<file path="src/rtl/core/circular_linked_list_manager_assert.svh">
// ---------------------------------------------------------------------------
// Circular linked list manager assertion macros
// Shared property forms for the concurrent checks of the block.
// ---------------------------------------------------------------------------
`ifndef CIRCULAR_LINKED_LIST_MANAGER_ASSERT_SVH
`define CIRCULAR_LINKED_LIST_MANAGER_ASSERT_SVH

// same-cycle implication, clocked on clk_i, off during reset
`define CLLM_ASSERT_SAME(label, pre, post, msg) \
  label: assert property (@(posedge clk_i) disable iff (!rst_ni) (pre) |-> (post)) \
    else $error(msg);

// next-cycle implication, clocked on clk_i, off during reset
`define CLLM_ASSERT_NEXT(label, pre, post, msg) \
  label: assert property (@(posedge clk_i) disable iff (!rst_ni) (pre) |=> (post)) \
    else $error(msg);

`endif

</file>
<file path="src/rtl/core/cllm_pkg.sv">
// ---------------------------------------------------------------------------
// Circular linked list manager package
// Command codes, microcode word layout and the microprogram ROM.
// ---------------------------------------------------------------------------
package cllm_pkg;

  localparam int unsigned NODE_W         = 6;
  localparam int unsigned CMD_W          = 3;
  localparam int unsigned NODE_COUNT_DEF = 64;
  localparam int unsigned UADDR_W        = 5;

  typedef logic [NODE_W-1:0] node_t;

  typedef enum logic [CMD_W-1:0] {
    CMD_INIT   = 3'd0,
    CMD_ADD    = 3'd1,
    CMD_REMOVE = 3'd2,
    CMD_SWAP   = 3'd3,
    CMD_NEXT   = 3'd4,
    CMD_PREV   = 3'd5
  } cmd_e;

  // operand / data sources of the datapath
  typedef enum logic [2:0] {
    SRC_A,
    SRC_B,
    SRC_T0,
    SRC_T1,
    SRC_RF,
    SRC_RB
  } src_e;

  typedef enum logic [1:0] {
    COND_NONE,
    COND_RF_EQ_A,
    COND_RF_EQ_B
  } cond_e;

  // microprogram addresses
  typedef enum logic [UADDR_W-1:0] {
    UA_NOP,
    UA_INIT,
    UA_NEXT0, UA_NEXT1,
    UA_PREV0, UA_PREV1,
    UA_REM0,  UA_REM1,
    UA_ADD0,  UA_ADD1, UA_ADD2, UA_ADD3,
    UA_SW0,   UA_SW1,  UA_SW2,
    UA_D0,    UA_D1,   UA_D2,   UA_D3,   UA_D4,
    UA_ADJ0,  UA_ADJ1, UA_ADJ2, UA_ADJ3, UA_ADJ4
  } ua_e;

  typedef struct packed {
    logic  rf_en;    // read forward link
    src_e  rf_sel;
    logic  rb_en;    // read backward link
    src_e  rb_sel;
    logic  wf_en;    // write forward link
    src_e  wf_asel;
    src_e  wf_dsel;
    logic  wb_en;    // write backward link
    src_e  wb_asel;
    src_e  wb_dsel;
    logic  cap_en;   // RF -> T0, RB -> T1
    logic  res_en;
    src_e  res_sel;
    cond_e cond;
    logic  xchg;     // exchange A and B when the jump is taken
    ua_e   target;
    logic  last;
  } ucw_t;

  typedef struct packed {
    logic step;      // microstep executes this cycle
    logic load;      // operands taken from the input transfer
    logic swap_ab;
    ucw_t uw;
  } dp_ctl_t;

  typedef struct packed {
    logic rf_eq_a;
    logic rf_eq_b;
  } dp_stat_t;

  // Microprogram. Reads (RF, RB) are registered and see a write to the same
  // link in the same step. Writes within one step go to different link arrays
  // only.
  function automatic ucw_t cllm_ucode(input ua_e addr);
    ucw_t cw;
    cw = '0;
    case (addr)
      UA_NOP: begin
        cw.last = 1'b1;
      end
      UA_INIT: begin
        cw.wf_en = 1'b1; cw.wf_asel = SRC_A; cw.wf_dsel = SRC_A;
        cw.wb_en = 1'b1; cw.wb_asel = SRC_A; cw.wb_dsel = SRC_A;
        cw.last  = 1'b1;
      end
      UA_NEXT0: begin
        cw.rf_en = 1'b1; cw.rf_sel = SRC_A;
      end
      UA_NEXT1: begin
        cw.res_en = 1'b1; cw.res_sel = SRC_RF; cw.last = 1'b1;
      end
      UA_PREV0: begin
        cw.rb_en = 1'b1; cw.rb_sel = SRC_A;
      end
      UA_PREV1: begin
        cw.res_en = 1'b1; cw.res_sel = SRC_RB; cw.last = 1'b1;
      end
      UA_REM0: begin
        cw.rf_en = 1'b1; cw.rf_sel = SRC_A;
        cw.rb_en = 1'b1; cw.rb_sel = SRC_A;
      end
      UA_REM1: begin
        cw.wb_en = 1'b1; cw.wb_asel = SRC_RF; cw.wb_dsel = SRC_RB;
        cw.wf_en = 1'b1; cw.wf_asel = SRC_RB; cw.wf_dsel = SRC_RF;
        cw.last  = 1'b1;
      end
      UA_ADD0: begin
        cw.rf_en = 1'b1; cw.rf_sel = SRC_A;
      end
      UA_ADD1: begin
        cw.wf_en = 1'b1; cw.wf_asel = SRC_B; cw.wf_dsel = SRC_RF;
        cw.wb_en = 1'b1; cw.wb_asel = SRC_B; cw.wb_dsel = SRC_A;
      end
      UA_ADD2: begin
        cw.wf_en = 1'b1; cw.wf_asel = SRC_A; cw.wf_dsel = SRC_B;
        cw.rf_en = 1'b1; cw.rf_sel  = SRC_B;
      end
      UA_ADD3: begin
        cw.wb_en  = 1'b1; cw.wb_asel = SRC_RF; cw.wb_dsel = SRC_B;
        cw.res_en = 1'b1; cw.res_sel = SRC_B;
        cw.last   = 1'b1;
      end
      UA_SW0: begin
        cw.rf_en = 1'b1; cw.rf_sel = SRC_A;
        cw.rb_en = 1'b1; cw.rb_sel = SRC_A;
      end
      UA_SW1: begin
        cw.rf_en  = 1'b1; cw.rf_sel = SRC_B;
        cw.cap_en = 1'b1;
        cw.cond   = COND_RF_EQ_B; cw.target = UA_ADJ1;
      end
      UA_SW2: begin
        cw.cond = COND_RF_EQ_A; cw.xchg = 1'b1; cw.target = UA_ADJ0;
      end
      UA_D0: begin
        cw.wf_en = 1'b1; cw.wf_asel = SRC_T1; cw.wf_dsel = SRC_B;
        cw.wb_en = 1'b1; cw.wb_asel = SRC_T0; cw.wb_dsel = SRC_B;
        cw.rb_en = 1'b1; cw.rb_sel  = SRC_B;
      end
      UA_D1: begin
        cw.wf_en = 1'b1; cw.wf_asel = SRC_RB; cw.wf_dsel = SRC_A;
        cw.rf_en = 1'b1; cw.rf_sel  = SRC_B;
      end
      UA_D2: begin
        cw.wb_en = 1'b1; cw.wb_asel = SRC_RF; cw.wb_dsel = SRC_A;
        cw.wf_en = 1'b1; cw.wf_asel = SRC_A;  cw.wf_dsel = SRC_RF;
        cw.rb_en = 1'b1; cw.rb_sel  = SRC_B;
      end
      UA_D3: begin
        cw.wb_en = 1'b1; cw.wb_asel = SRC_A; cw.wb_dsel = SRC_RB;
        cw.wf_en = 1'b1; cw.wf_asel = SRC_B; cw.wf_dsel = SRC_T0;
      end
      UA_D4: begin
        cw.wb_en = 1'b1; cw.wb_asel = SRC_B; cw.wb_dsel = SRC_T1;
        cw.last  = 1'b1;
      end
      UA_ADJ0: begin
        cw.rb_en = 1'b1; cw.rb_sel = SRC_A;
      end
      UA_ADJ1: begin
        cw.wf_en = 1'b1; cw.wf_asel = SRC_RB; cw.wf_dsel = SRC_B;
        cw.rf_en = 1'b1; cw.rf_sel  = SRC_B;
      end
      UA_ADJ2: begin
        cw.wb_en = 1'b1; cw.wb_asel = SRC_RF; cw.wb_dsel = SRC_A;
        cw.rb_en = 1'b1; cw.rb_sel  = SRC_A;
      end
      UA_ADJ3: begin
        cw.wb_en = 1'b1; cw.wb_asel = SRC_B; cw.wb_dsel = SRC_RB;
        cw.wf_en = 1'b1; cw.wf_asel = SRC_A; cw.wf_dsel = SRC_RF;
      end
      UA_ADJ4: begin
        cw.wb_en = 1'b1; cw.wb_asel = SRC_A; cw.wb_dsel = SRC_B;
        cw.wf_en = 1'b1; cw.wf_asel = SRC_B; cw.wf_dsel = SRC_A;
        cw.last  = 1'b1;
      end
      default: begin
        cw.last = 1'b1;
      end
    endcase
    return cw;
  endfunction

endpackage

</file>
<file path="src/rtl/core/cllm_link_ram.sv">
// ---------------------------------------------------------------------------
// Link memory
// One write and one read port, registered read with write-through, per-entry
// valid bits so an unwritten entry reads as its own index.
// ---------------------------------------------------------------------------
module cllm_link_ram #(
  parameter  int unsigned DEPTH  = cllm_pkg::NODE_COUNT_DEF,
  localparam int unsigned ADDR_W = $clog2(DEPTH)
) (
  input  logic                clk_i,
  input  logic                rst_ni,
  input  logic                we_i,
  input  logic [ADDR_W-1:0]   waddr_i,
  input  cllm_pkg::node_t     wdata_i,
  input  logic                re_i,
  input  logic [ADDR_W-1:0]   raddr_i,
  output cllm_pkg::node_t     rdata_o
);

  cllm_pkg::node_t mem [DEPTH];
  logic [DEPTH-1:0] vld_q;
  cllm_pkg::node_t  rdata_q;

  always_ff @(posedge clk_i or negedge rst_ni) begin
    if (!rst_ni) begin
      vld_q <= '0;
    end else if (we_i) begin
      vld_q[waddr_i] <= 1'b1;
    end
  end

  always_ff @(posedge clk_i) begin
    if (we_i) begin
      mem[waddr_i] <= wdata_i;
    end
  end

  // write-through on a same-cycle hit
  always_ff @(posedge clk_i) begin
    if (re_i) begin
      if (we_i && (waddr_i == raddr_i)) begin
        rdata_q <= wdata_i;
      end else if (vld_q[raddr_i]) begin
        rdata_q <= mem[raddr_i];
      end else begin
        rdata_q <= cllm_pkg::NODE_W'(raddr_i);
      end
    end
  end

  assign rdata_o = rdata_q;

endmodule

</file>
<file path="src/rtl/core/cllm_datapath.sv">
// ---------------------------------------------------------------------------
// Link datapath
// Operand and temp registers, source muxes and the two link memories,
// driven one control word per cycle.
// ---------------------------------------------------------------------------
module cllm_datapath #(
  parameter int unsigned NODE_COUNT = cllm_pkg::NODE_COUNT_DEF
) (
  input  logic                clk_i,
  input  logic                rst_ni,
  input  cllm_pkg::dp_ctl_t   ctl_i,
  input  cllm_pkg::node_t     node_a_i,
  input  cllm_pkg::node_t     node_b_i,
  output cllm_pkg::dp_stat_t  stat_o,
  output cllm_pkg::node_t     res_o
);

  // node fields are NODE_W wide, so no more than 2**NODE_W entries are reachable
  localparam int unsigned LINK_DEPTH = (NODE_COUNT < (2 ** cllm_pkg::NODE_W)) ?
                                       NODE_COUNT : (2 ** cllm_pkg::NODE_W);
  localparam int unsigned ADDR_W     = $clog2(LINK_DEPTH);

  cllm_pkg::node_t a_q, b_q, t0_q, t1_q, res_q;
  cllm_pkg::node_t rf_data, rb_data;
  cllm_pkg::node_t rf_addr, rb_addr, wf_addr, wf_data, wb_addr, wb_data, res_src;
  logic            rf_re, rb_re, wf_we, wb_we;

  function automatic cllm_pkg::node_t pick(
    input cllm_pkg::src_e  sel,
    input cllm_pkg::node_t a,
    input cllm_pkg::node_t b,
    input cllm_pkg::node_t t0,
    input cllm_pkg::node_t t1,
    input cllm_pkg::node_t rf,
    input cllm_pkg::node_t rb
  );
    cllm_pkg::node_t v;
    case (sel)
      cllm_pkg::SRC_A:  v = a;
      cllm_pkg::SRC_B:  v = b;
      cllm_pkg::SRC_T0: v = t0;
      cllm_pkg::SRC_T1: v = t1;
      cllm_pkg::SRC_RF: v = rf;
      cllm_pkg::SRC_RB: v = rb;
      default:          v = a;
    endcase
    return v;
  endfunction

  always_comb begin
    rf_addr = pick(ctl_i.uw.rf_sel,  a_q, b_q, t0_q, t1_q, rf_data, rb_data);
    rb_addr = pick(ctl_i.uw.rb_sel,  a_q, b_q, t0_q, t1_q, rf_data, rb_data);
    wf_addr = pick(ctl_i.uw.wf_asel, a_q, b_q, t0_q, t1_q, rf_data, rb_data);
    wf_data = pick(ctl_i.uw.wf_dsel, a_q, b_q, t0_q, t1_q, rf_data, rb_data);
    wb_addr = pick(ctl_i.uw.wb_asel, a_q, b_q, t0_q, t1_q, rf_data, rb_data);
    wb_data = pick(ctl_i.uw.wb_dsel, a_q, b_q, t0_q, t1_q, rf_data, rb_data);
    res_src = pick(ctl_i.uw.res_sel, a_q, b_q, t0_q, t1_q, rf_data, rb_data);
  end

  assign rf_re = ctl_i.step && ctl_i.uw.rf_en;
  assign rb_re = ctl_i.step && ctl_i.uw.rb_en;
  assign wf_we = ctl_i.step && ctl_i.uw.wf_en;
  assign wb_we = ctl_i.step && ctl_i.uw.wb_en;

  cllm_link_ram #(
    .DEPTH (LINK_DEPTH)
  ) u_fwd_ram (
    .clk_i   (clk_i),
    .rst_ni  (rst_ni),
    .we_i    (wf_we),
    .waddr_i (wf_addr[ADDR_W-1:0]),
    .wdata_i (wf_data),
    .re_i    (rf_re),
    .raddr_i (rf_addr[ADDR_W-1:0]),
    .rdata_o (rf_data)
  );

  cllm_link_ram #(
    .DEPTH (LINK_DEPTH)
  ) u_bwd_ram (
    .clk_i   (clk_i),
    .rst_ni  (rst_ni),
    .we_i    (wb_we),
    .waddr_i (wb_addr[ADDR_W-1:0]),
    .wdata_i (wb_data),
    .re_i    (rb_re),
    .raddr_i (rb_addr[ADDR_W-1:0]),
    .rdata_o (rb_data)
  );

  always_ff @(posedge clk_i) begin
    if (ctl_i.load) begin
      a_q   <= node_a_i;
      b_q   <= node_b_i;
      res_q <= node_a_i;
    end else if (ctl_i.step) begin
      if (ctl_i.swap_ab) begin
        a_q <= b_q;
        b_q <= a_q;
      end
      if (ctl_i.uw.cap_en) begin
        t0_q <= rf_data;
        t1_q <= rb_data;
      end
      if (ctl_i.uw.res_en) begin
        res_q <= res_src;
      end
    end
  end

  assign stat_o.rf_eq_a = (rf_data == a_q);
  assign stat_o.rf_eq_b = (rf_data == b_q);
  assign res_o = (ctl_i.step && ctl_i.uw.res_en) ? res_src : res_q;

endmodule

</file>
<file path="src/rtl/core/cllm_seq.sv">
// ---------------------------------------------------------------------------
// Microcode sequencer
// Command dispatch, step counter with conditional jumps, result register.
// ---------------------------------------------------------------------------
module cllm_seq #(
  parameter int unsigned NODE_COUNT = cllm_pkg::NODE_COUNT_DEF
) (
  input  logic                         clk_i,
  input  logic                         rst_ni,
  input  logic                         in_valid_i,
  output logic                         in_ready_o,
  input  logic [cllm_pkg::CMD_W-1:0]   cmd_i,
  input  cllm_pkg::node_t              node_a_i,
  input  cllm_pkg::node_t              node_b_i,
  input  cllm_pkg::dp_stat_t           stat_i,
  input  cllm_pkg::node_t              res_i,
  output cllm_pkg::dp_ctl_t            ctl_o,
  output logic                         out_valid_o,
  input  logic                         out_ready_i,
  output cllm_pkg::node_t              out_node_o,
  output logic                         out_has_o
);

  typedef enum logic {
    ST_IDLE,
    ST_RUN
  } st_e;

  st_e             state_q;
  cllm_pkg::ua_e   upc_q;
  logic            has_q;
  logic            out_valid_q;
  cllm_pkg::node_t out_node_q;
  logic            out_has_q;

  cllm_pkg::ucw_t  uw;
  cllm_pkg::ua_e   entry;
  logic            has_d;
  logic            a_ok, b_ok;
  logic            accept, step, taken, out_free;

  assign uw       = cllm_pkg::cllm_ucode(upc_q);
  assign out_free = !out_valid_q || out_ready_i;
  assign step     = (state_q == ST_RUN) && (!uw.last || out_free);
  assign taken    = ((uw.cond == cllm_pkg::COND_RF_EQ_A) && stat_i.rf_eq_a) ||
                    ((uw.cond == cllm_pkg::COND_RF_EQ_B) && stat_i.rf_eq_b);
  assign in_ready_o = (state_q == ST_IDLE);
  assign accept     = in_valid_i && in_ready_o;

  assign a_ok = int'(node_a_i) < NODE_COUNT;
  assign b_ok = int'(node_b_i) < NODE_COUNT;

  // command dispatch; rejected commands run the empty program
  always_comb begin
    entry = cllm_pkg::UA_NOP;
    has_d = 1'b0;
    case (cllm_pkg::cmd_e'(cmd_i))
      cllm_pkg::CMD_INIT: begin
        if (a_ok) entry = cllm_pkg::UA_INIT;
      end
      cllm_pkg::CMD_ADD: begin
        if (a_ok && b_ok) begin
          entry = cllm_pkg::UA_ADD0;
          has_d = 1'b1;
        end
      end
      cllm_pkg::CMD_REMOVE: begin
        if (a_ok) begin
          entry = cllm_pkg::UA_REM0;
          has_d = 1'b1;
        end
      end
      cllm_pkg::CMD_SWAP: begin
        if (a_ok && b_ok && (node_a_i != node_b_i)) entry = cllm_pkg::UA_SW0;
      end
      cllm_pkg::CMD_NEXT: begin
        if (a_ok) begin
          entry = cllm_pkg::UA_NEXT0;
          has_d = 1'b1;
        end
      end
      cllm_pkg::CMD_PREV: begin
        if (a_ok) begin
          entry = cllm_pkg::UA_PREV0;
          has_d = 1'b1;
        end
      end
      default: begin
        entry = cllm_pkg::UA_NOP;
      end
    endcase
  end

  always_ff @(posedge clk_i or negedge rst_ni) begin
    if (!rst_ni) begin
      state_q     <= ST_IDLE;
      upc_q       <= cllm_pkg::UA_NOP;
      has_q       <= 1'b0;
      out_valid_q <= 1'b0;
      out_node_q  <= '0;
      out_has_q   <= 1'b0;
    end else begin
      if (accept) begin
        state_q <= ST_RUN;
        upc_q   <= entry;
        has_q   <= has_d;
      end else if (step) begin
        if (uw.last) begin
          state_q <= ST_IDLE;
        end else if (taken) begin
          upc_q <= uw.target;
        end else begin
          upc_q <= cllm_pkg::ua_e'(upc_q + 1'b1);
        end
      end
      if (step && uw.last) begin
        out_valid_q <= 1'b1;
        out_node_q  <= res_i;
        out_has_q   <= has_q;
      end else if (out_ready_i) begin
        out_valid_q <= 1'b0;
      end
    end
  end

  assign ctl_o.step    = step;
  assign ctl_o.load    = accept;
  assign ctl_o.swap_ab = step && taken && uw.xchg;
  assign ctl_o.uw      = uw;

  assign out_valid_o = out_valid_q;
  assign out_node_o  = out_node_q;
  assign out_has_o   = out_has_q;

endmodule

</file>
<file path="src/rtl/core/circular_linked_list_manager.sv">
// ---------------------------------------------------------------------------
// Circular linked list manager
// Keeps forward and backward links for a pool of nodes and runs one list
// command per input transfer: init, add after, remove, swap, read next and
// read prev. Every transfer in gives exactly one transfer out, in order.
// The input transfer is taken, then the command runs as a short microprogram
// from a ROM, one step per cycle while no final step stalls, against two link
// memories (forward and backward), each with one read and one write port.
// Steps per command: rejected or no-op 1, init 1, next/prev/remove 2, add 4,
// swap of neighbors in list order 6, swap of distant nodes 8. Each item holds
// the block from its accept through its final step; the swap programs, bound
// by one link read per array per step, set the worst case. After reset all
// nodes link to themselves at once (valid bit per entry), so there is no
// initialization sweep. A finished result sits in an output register; the
// next command is accepted while it waits, and only its final step stalls
// until that register frees.
// ---------------------------------------------------------------------------
`include "circular_linked_list_manager_assert.svh"

module circular_linked_list_manager #(
  parameter int unsigned NODE_COUNT = cllm_pkg::NODE_COUNT_DEF
) (
  input  logic        clk_i,
  input  logic        rst_ni,
  // slave side: command transfers
  input  logic        s_axis_tvalid,
  output logic        s_axis_tready,
  input  logic [15:0] s_axis_tdata,   // [2:0] cmd, [8:3] node_a, [14:9] node_b, [15] zero
  // master side: result transfers
  output logic        m_axis_tvalid,
  input  logic        m_axis_tready,
  output logic [7:0]  m_axis_tdata,   // [5:0] result_node, [7:6] zero
  output logic        m_axis_tuser    // [0] has_result
);

  logic [cllm_pkg::CMD_W-1:0] cmd;
  cllm_pkg::node_t            node_a, node_b;
  cllm_pkg::dp_ctl_t          dp_ctl;
  cllm_pkg::dp_stat_t         dp_stat;
  cllm_pkg::node_t            dp_res;
  cllm_pkg::node_t            out_node;

  // unpack the command transfer
  assign cmd    = s_axis_tdata[2:0];
  assign node_a = s_axis_tdata[8:3];
  assign node_b = s_axis_tdata[14:9];

  // sequencer: dispatch, step counter, result register
  cllm_seq #(
    .NODE_COUNT (NODE_COUNT)
  ) u_seq (
    .clk_i       (clk_i),
    .rst_ni      (rst_ni),
    .in_valid_i  (s_axis_tvalid),
    .in_ready_o  (s_axis_tready),
    .cmd_i       (cmd),
    .node_a_i    (node_a),
    .node_b_i    (node_b),
    .stat_i      (dp_stat),
    .res_i       (dp_res),
    .ctl_o       (dp_ctl),
    .out_valid_o (m_axis_tvalid),
    .out_ready_i (m_axis_tready),
    .out_node_o  (out_node),
    .out_has_o   (m_axis_tuser)
  );

  // datapath: operand/temp registers and the link memories
  cllm_datapath #(
    .NODE_COUNT (NODE_COUNT)
  ) u_datapath (
    .clk_i    (clk_i),
    .rst_ni   (rst_ni),
    .ctl_i    (dp_ctl),
    .node_a_i (node_a),
    .node_b_i (node_b),
    .stat_o   (dp_stat),
    .res_o    (dp_res)
  );

  assign m_axis_tdata = {2'b00, out_node};

  // a command in flight blocks the next one
  `CLLM_ASSERT_NEXT(a_busy_after_take, s_axis_tvalid && s_axis_tready, !s_axis_tready, "input taken while a command runs")
  // no microstep while idle
  `CLLM_ASSERT_SAME(a_no_step_idle, s_axis_tready, !dp_ctl.step, "microstep while idle")
  // the final step only runs with room in the output register
  `CLLM_ASSERT_SAME(a_last_has_room, dp_ctl.step && dp_ctl.uw.last, !m_axis_tvalid || m_axis_tready, "pending result overwritten")
  // the final step always posts a result
  `CLLM_ASSERT_NEXT(a_result_after_last, dp_ctl.step && dp_ctl.uw.last, m_axis_tvalid, "final step without result")

endmodule
</file>
<file path="config.mk">
export PLATFORM = sky130hd
export DESIGN_NAME = circular_linked_list_manager
export DESIGN_NICKNAME = d
export VERILOG_FILES = /design/src/rtl/core/cllm_pkg.sv /design/src/rtl/core/cllm_link_ram.sv /design/src/rtl/core/cllm_datapath.sv /design/src/rtl/core/cllm_seq.sv /design/src/rtl/core/circular_linked_list_manager.sv
export VERILOG_INCLUDE_DIRS = /design/src /design/src/rtl/core
export SDC_FILE = /design/constraint.sdc
export NUM_CORES = 1
export LEC_CHECK = 0
export BUFFER_PORTS_ARGS = -buffer_cell sky130_fd_sc_hd__buf_2
export CAP_MARGIN = 15
export CORE_AREA = 2 2 316 381
export DETAILED_ROUTE_END_ITERATION = 6
export DIE_AREA = 0 0 318 383
export GPL_TIMING_DRIVEN = 0
export PLACE_DENSITY_LB_ADDON = 0.2
export SETUP_SLACK_MARGIN = 0.02
export SYNTH_ARGS = -nofsm -noshare
export SYNTH_HDL_FRONTEND = slang
export SYNTH_SLANG_ARGS = --single-unit
</file>
<file path="constraint.sdc">
create_clock -name clk_i -period 9.5 [get_ports clk_i]
set_input_delay 0.95 -clock clk_i [delete_from_list [all_inputs] [get_ports clk_i]]
set_output_delay 0.95 -clock clk_i [all_outputs]
set_load 0.01 [all_outputs]
</file>
==> results of run 1 <==
synth_stat cells, drive strengths merged, types with 38 or more instances:
cell type,count
o21ai,67
nor2,205
o22ai,38
clkbuf,80
edfxtp,810
nand3,187
or2,126
dfrtp,143
mux2i,134
and3,43
buf,96
mux4,83
a21oi,71
nand2,473
where the power goes:
group / switching [mW] / leakage, nW / internal [mW] / total, mW
clock network: 1.68 / 1.71 / 2.44 / 4.12
logic: 4.98 / 5.83 / 2.13 / 7.10
registers: 0.252 / 9.14 / 5.94 / 6.20
total: 6.91 / 16.7 / 10.5 / 17.4
routing by layer:
metal	vias to the layer above	part of all wire [%]	GRT usage, %
met1	13600	39	26.9
met3	264	5.8	3.04
met5	-	0	0
met4	0	4.6	9.97
li1	11600	-	-
met2	1050	51	39.0
stage by stage:
stage	setup slack [ps]	area, µm²
finish	2650	47100
CTS	2700	47100
global placement	-994	43200
floorplan	3810	41100
global route	2390	47100
detailed placement	2750	43600
cell type report:
type	count	area [µm²]
multi-input combinational	1845	12300
buffer	176	912
sequential	953	27900
clock buffer	137	2900
clock inverter	53	564
inverter	17	63.8
timing repair buffer	43	480
tap	1551	1940
fill	11200	71300
worst max-delay path, stage by stage (launching register included):
cell      delay (ps)
dfrtp_1          370
buf_6            140
clkbuf_1         360
clkbuf_1         460
clkbuf_1         570
and3_1           260
ha_1             510
inv_2            220
nand3_1          450
nand2_1          490
buf_2            380
clkbuf_1         420
nor4_1           750
nand3_1          180
o211ai_1         150
nor2_1           190
a211oi_1         260
a22oi_1          130
mux2_2           300
cell usage in the layout, fill, tap and decap left out, types with 11 or more instances in the layout:
| cell | instances |
|---|---|
| clkbuf_1 | 99 |
| bufinv_16 | 11 |
| buf_6 | 14 |
| dfrtp_1 | 143 |
| nor3_1 | 11 |
| o22ai_1 | 37 |
| nor2_1 | 202 |
| nand4_1 | 36 |
| a31oi_1 | 24 |
| mux2_2 | 31 |
| xnor2_1 | 21 |
| o211ai_1 | 28 |
| clkbuf_16 | 107 |
| inv_1 | 16 |
| or2_2 | 119 |
| clkbuf_8 | 11 |
| nand3_1 | 187 |
| mux4_2 | 83 |
| o21ai_0 | 55 |
| nor2b_1 | 18 |
| a21oi_1 | 67 |
| buf_2 | 77 |
| clkinv_1 | 13 |
| a32oi_1 | 15 |
| and3_1 | 43 |
| mux2i_1 | 130 |
| buf_4 | 27 |
| clkinv_2 | 20 |
| edfxtp_1 | 810 |
| o2111ai_1 | 24 |
| nand2_1 | 472 |
| nand2b_1 | 12 |
| a311oi_1 | 11 |
| xor2_1 | 11 |
| a211oi_1 | 20 |
| a22oi_1 | 15 |
final timing paths:
path                       slack, ps  cells after the start                           start                              end
max                             2650                     18                  u_seq.upc_q[3]  u_datapath.u_bwd_ram.rdata_o[0]
min                              190                      1                          rst_ni   u_datapath.u_bwd_ram.vld_q[12]
max reg2reg                     2650                     18                  u_seq.upc_q[3]  u_datapath.u_bwd_ram.rdata_o[0]
min reg2reg                      460                      1  u_datapath.u_fwd_ram.vld_q[37]   u_datapath.u_fwd_ram.vld_q[37]
max in group asynchronous       8370                      2                          rst_ni    u_datapath.u_fwd_ram.vld_q[2]
min in group clk_i               460                      1  u_datapath.u_fwd_ram.vld_q[37]   u_datapath.u_fwd_ram.vld_q[37]
cell families (layout without fill, tap and decap cells):
kind of cell	after synthesis	after routing	synth area share, %
XOR/XNOR	32	32	0.681
other	1	2	0.00912
adder cells (fa/ha/maj)	6	6	0.183
flip-flops	953	953	67.8
AND/OR/NAND/NOR	1150	1150	13.1
multiplexers	250	250	8.79
buffers and inverters	193	426	2.37
AO/OA/AOI/OAI	405	405	6.99
registers in the layout, indices dropped and copies added (netlist names):
name                          flops
u_datapath.a_q                    6
u_datapath.b_q                    6
u_datapath.res_q                  6
u_datapath.t0_q                   6
u_datapath.t1_q                   6
u_datapath.u_bwd_ram.mem        384
u_datapath.u_bwd_ram.rdata_o      6
u_datapath.u_bwd_ram.vld_q       64
u_datapath.u_fwd_ram.mem        384
u_datapath.u_fwd_ram.rdata_o      6
u_datapath.u_fwd_ram.vld_q       64
u_seq.has_q                       1
u_seq.out_has_o                   1
u_seq.out_node_o                  6
u_seq.out_valid_o                 1
u_seq.state_q                     1
u_seq.upc_q                       5
==> reports/summary.txt, run 1 <==
Tmin final: 6850 ps
Primary FF master, synth: edfxtp_1
Hold WS: 187 ps
CTS Sinks: 953
Area share of the largest cell type after synthesis: 59.1%
Initial core utilization: 34.7%
Worst Path Max Fanout: 10
Worst clock skew: 27.5 ps
Residual DRC: 0
Post-synth ARST share: 15.0%
Layout cells sized above 1: 17.5%
Total power: 17.4 mW
Finish-stage setup viols: 0
Yosys Warn Count: 0
Clk pin slew, worst setup/hold paths: 60 ps
DRT iter0 DRCs: 2,619
Placed insts: 4,585
TritonCTS Buffers: 103
DRT Pass-1 Iters: 6
Critical path startpoint category: flip-flop
First-pass GRT wire length: 194 mm
Total Neg Setup Slack: 0 ps
Worst slew margin: 14.2%
Slew Limit Fails: 0
H-tree Lvls: 3
Initial antenna violation count: 0
Sequential area share after synthesis: 67.8%
Vias in the first global route: 26.9k
Leak Pwr: 16.7 nW
Area delta synth->final: 14.5%
Max-Cap Viols: 0
Worst Path Arrival: 7290 ps
EDFF count, synth: 810
TritonCTS clock tree: yes
Synthesized instance count: 2,990
Hold Crit Class: input port to asynchronous set/reset pin
Worst Setup End Kind: flip-flop
Final Non-Filler Cells: 4,775
Site row count: 139
Via/cell ratio: 5.56
CTS Root Buffer Type: clkbuf_16
CORE AREA: 0.118 mm²
Die Ht: 383 µm
Clk_lat worst skew: 700 ps
Post-CTS Setup Bufs: 0
Tcrit/Tclk final: 72.1%
CTS max path bufs: 3
Distinct cells, synth: 93
Crit Path Class: flip-flop to flip-flop
Area contributors post-synth: edfxtp_1 (59%), dfrtp_1 (8.7%), mux4_2 (4.5%)
Resize count post-CTS: 0
ANT cells: 0
Layout Utilization: 39.8%
Required time of the worst setup path: 9940 ps
# hold bufs at CTS: 0
Worst-Margin Slew: 1250 ps
Largest area contributor in the netlist: edfxtp_1
Mapped cell area: 0.0411 mm²
Peak supply drop: 0.000209 V
Status: finished clean
GPL Wtd Cong: 0.950
Syn Area/Cell: 13.8 µm²
Chip width: 318 µm
Antenna viol nets, final: 0
Fmax: 146 MHz
RSZ-0062 raised after global routing: no
HPWL after detailed placement: 93.1 mm
Final Hold Fails: 0
Die area: 0.122 mm²
PortBufs: 27
GRT overflow: 0
Wirelength per Cell: 28.4 µm
Power Density: 370 mW/mm²
Vias post-DR: 26.5k
# IOs: 31
Pin count of the biggest net entering global routing: 93
#FFs+latches synth: 953
Post-layout net count: 3,165
Global Route Usage Sum: 22.1%
Drt total wl: 136 mm
(Power assumes the default switching activity.)
==> run 2, diff against run 1 <==
==> constraint.sdc (replaced) <==
create_clock -name clk_i -period 7 [get_ports clk_i]
set_input_delay 0.7 -clock clk_i [delete_from_list [all_inputs] [get_ports clk_i]]
set_output_delay 0.7 -clock clk_i [all_outputs]
set_load 0.01 [all_outputs]
==> reports/summary.txt, run 2 (synthesized netlist as in run 1, its figures left out) <==
Clk_lat worst skew: 700 ps
Via/cell ratio: 5.53
CORE AREA: 0.118 mm²
Hold WS: 241 ps
Post-layout net count: 3,166
Placed insts: 4,585
H-tree Lvls: 3
Area delta synth->final: 14.6%
CTS max path bufs: 3
Max-Cap Viols: 0
Worst hold stages: 2
P_sw: 9.40 mW
GRT overflow: 0
Slew Limit Fails: 0
Residual DRC: 0
First-pass GRT wire length: 194 mm
Fillers: 11.2k
Worst clock skew: 23.5 ps
Power Density: 502 mW/mm²
Leak Pwr: 16.7 nW
Antenna viol nets, final: 0
Status: finished clean
Sequential share of power: 35.5%
ANT cells: 0
Int Pwr: 14.3 mW
PortBufs: 27
Most common cell after layout, fill and taps aside: edfxtp_1
Wirelength per Cell: 28.4 µm
Chip width: 318 µm
Required time of the worst setup path: 7560 ps
Clk pin slew, worst setup/hold paths: 60 ps
GPL Wtd Cong: 0.950
Final Worst Setup Slack: 151 ps
TritonCTS clock tree: yes
Regs by FF count: u_datapath.u_bwd_ram.mem (384), u_datapath.u_fwd_ram.mem (384)
Global Route Usage Sum: 22.1%
Drt total wl: 136 mm
Finish-stage setup viols: 0
Crit Path Class: flip-flop to flip-flop
Pin count of the biggest net entering global routing: 93
Clock share of power: 23.6%
Worst slack, placed: 248 ps
Total power: 23.7 mW
Post-route design area: 0.0471 mm²
Post-CTS Setup Bufs: 0
Layout cells sized above 1: 17.6%
Net Sw Frac: 39.7%
Worst slew margin: 15.5%
Worst r2r path cells: 19
HPWL after detailed placement: 93.1 mm
CTS Sinks: 953
Worst Setup End Kind: flip-flop
Die Ht: 383 µm
Vias post-DR: 26.4k
Initial antenna violation count: 0
Placed cell areas: 0.0436 mm²
Site row count: 139
Final Non-Filler Cells: 4,776
Hold Crit Class: input port to flip-flop
DRT Pass-1 Iters: 5
Worst-Margin Slew: 1230 ps
TritonCTS Buffers: 103
Tmin final: 6850 ps
Final Hold Fails: 0
Comb pwr share: 40.8%
Critical path startpoint category: flip-flop
Worst Path Arrival: 7410 ps
Initial core utilization: 34.7%
Commonest non-fill, non-tap cells in the layout: edfxtp_1 (810), nand2_1 (472), nor2_1 (202)
Vias in the first global route: 26.9k
Peak supply drop: 0.000289 V
Tcrit/Tclk final: 97.8%
RSZ-0062 raised after global routing: no
Fmax: 146 MHz
Die area: 0.122 mm²
Worst Path Max Fanout: 10
DRT iter0 DRCs: 2,656
# IOs: 31
CTS Root Buffer Type: clkbuf_16
==> run 2: cell type report <==
type	instances	area [µm²]	share of cell area, %
Buffer	176	912	1.94
Clock buffer	137	2900	6.16
Clock inverter	53	564	1.20
Inverter	17	63.8	0.135
Multi-Input combinational cell	1845	12300	26.2
Sequential cell	953	27900	59.2
Tap cell	1551	1940	4.12
Timing Repair Buffer	44	490	1.04
==> run 2: per-layer routing <==
layer / share of wire, % / track usage (%) / vias up
li1: - / - / 11700
met1: 39 / 26.9 / 13500
met2: 51 / 39.0 / 975
met3: 5.5 / 3.04 / 272
met4: 4.6 / 9.97 / 0
met5: 0 / 0 / -
==> run 2: timing repair <==
item                                   4_1_cts  5_1_grt
setup endpoints to repair                    0        3
hold buffers                                 1        0
gates resized for setup                      0        1
endpoints found under the hold margin       51        0
==> run 2: power groups by stage <==
stage | clock network [mW] | logic, mW | registers (mW)
CTS | 5.67 | 9.63 | 8.40
global route | 5.89 | 10.2 | 8.46
global placement | 0 | 9.16 | 8.72
finish | 5.59 | 9.66 | 8.41
detailed placement | 0 | 9.60 | 8.51
floorplan | 0 | 5.45 | 8.44
==> run 2: worst max-delay path, stage by stage (launching register included) <==
cell and delay [ps]:
dfrtp_1 370, buf_6 140, clkbuf_1 370, clkbuf_1 470, clkbuf_1 560, and3_1 260
ha_1 500, inv_2 210, nand3_1 550, and2_1 220, clkbuf_1 420, buf_2 380
clkbuf_1 560, nand2_1 120, nand3_1 110, a21oi_1 80, nor4_1 690, a221oi_1 230
a21oi_1 260, mux2_2 200
==> run 2: path summary, 6_finish.rpt <==
path	slack, ps	to	from
max in group asynchronous	5540	u_datapath.u_fwd_ram.vld_q[10]	rst_ni
hold reg to reg	460	u_datapath.u_bwd_ram.vld_q[41]	u_datapath.u_bwd_ram.vld_q[41]
setup / recovery	150	u_datapath.u_bwd_ram.rdata_o[3]	u_seq.upc_q[3]
setup reg to reg	150	u_datapath.u_bwd_ram.rdata_o[3]	u_seq.upc_q[3]
min in group asynchronous	520	u_datapath.u_bwd_ram.vld_q[13]	rst_ni
hold / removal	240	u_seq.state_q	s_axis_tvalid
==> run 2: metrics by stage <==
stage	util [%]	TNS (ps)
CTS	39.8	0
detailed placement	36.8	0
global route	39.8	0
global placement	36.5	-779370
floorplan	-	0
finish	39.8	0
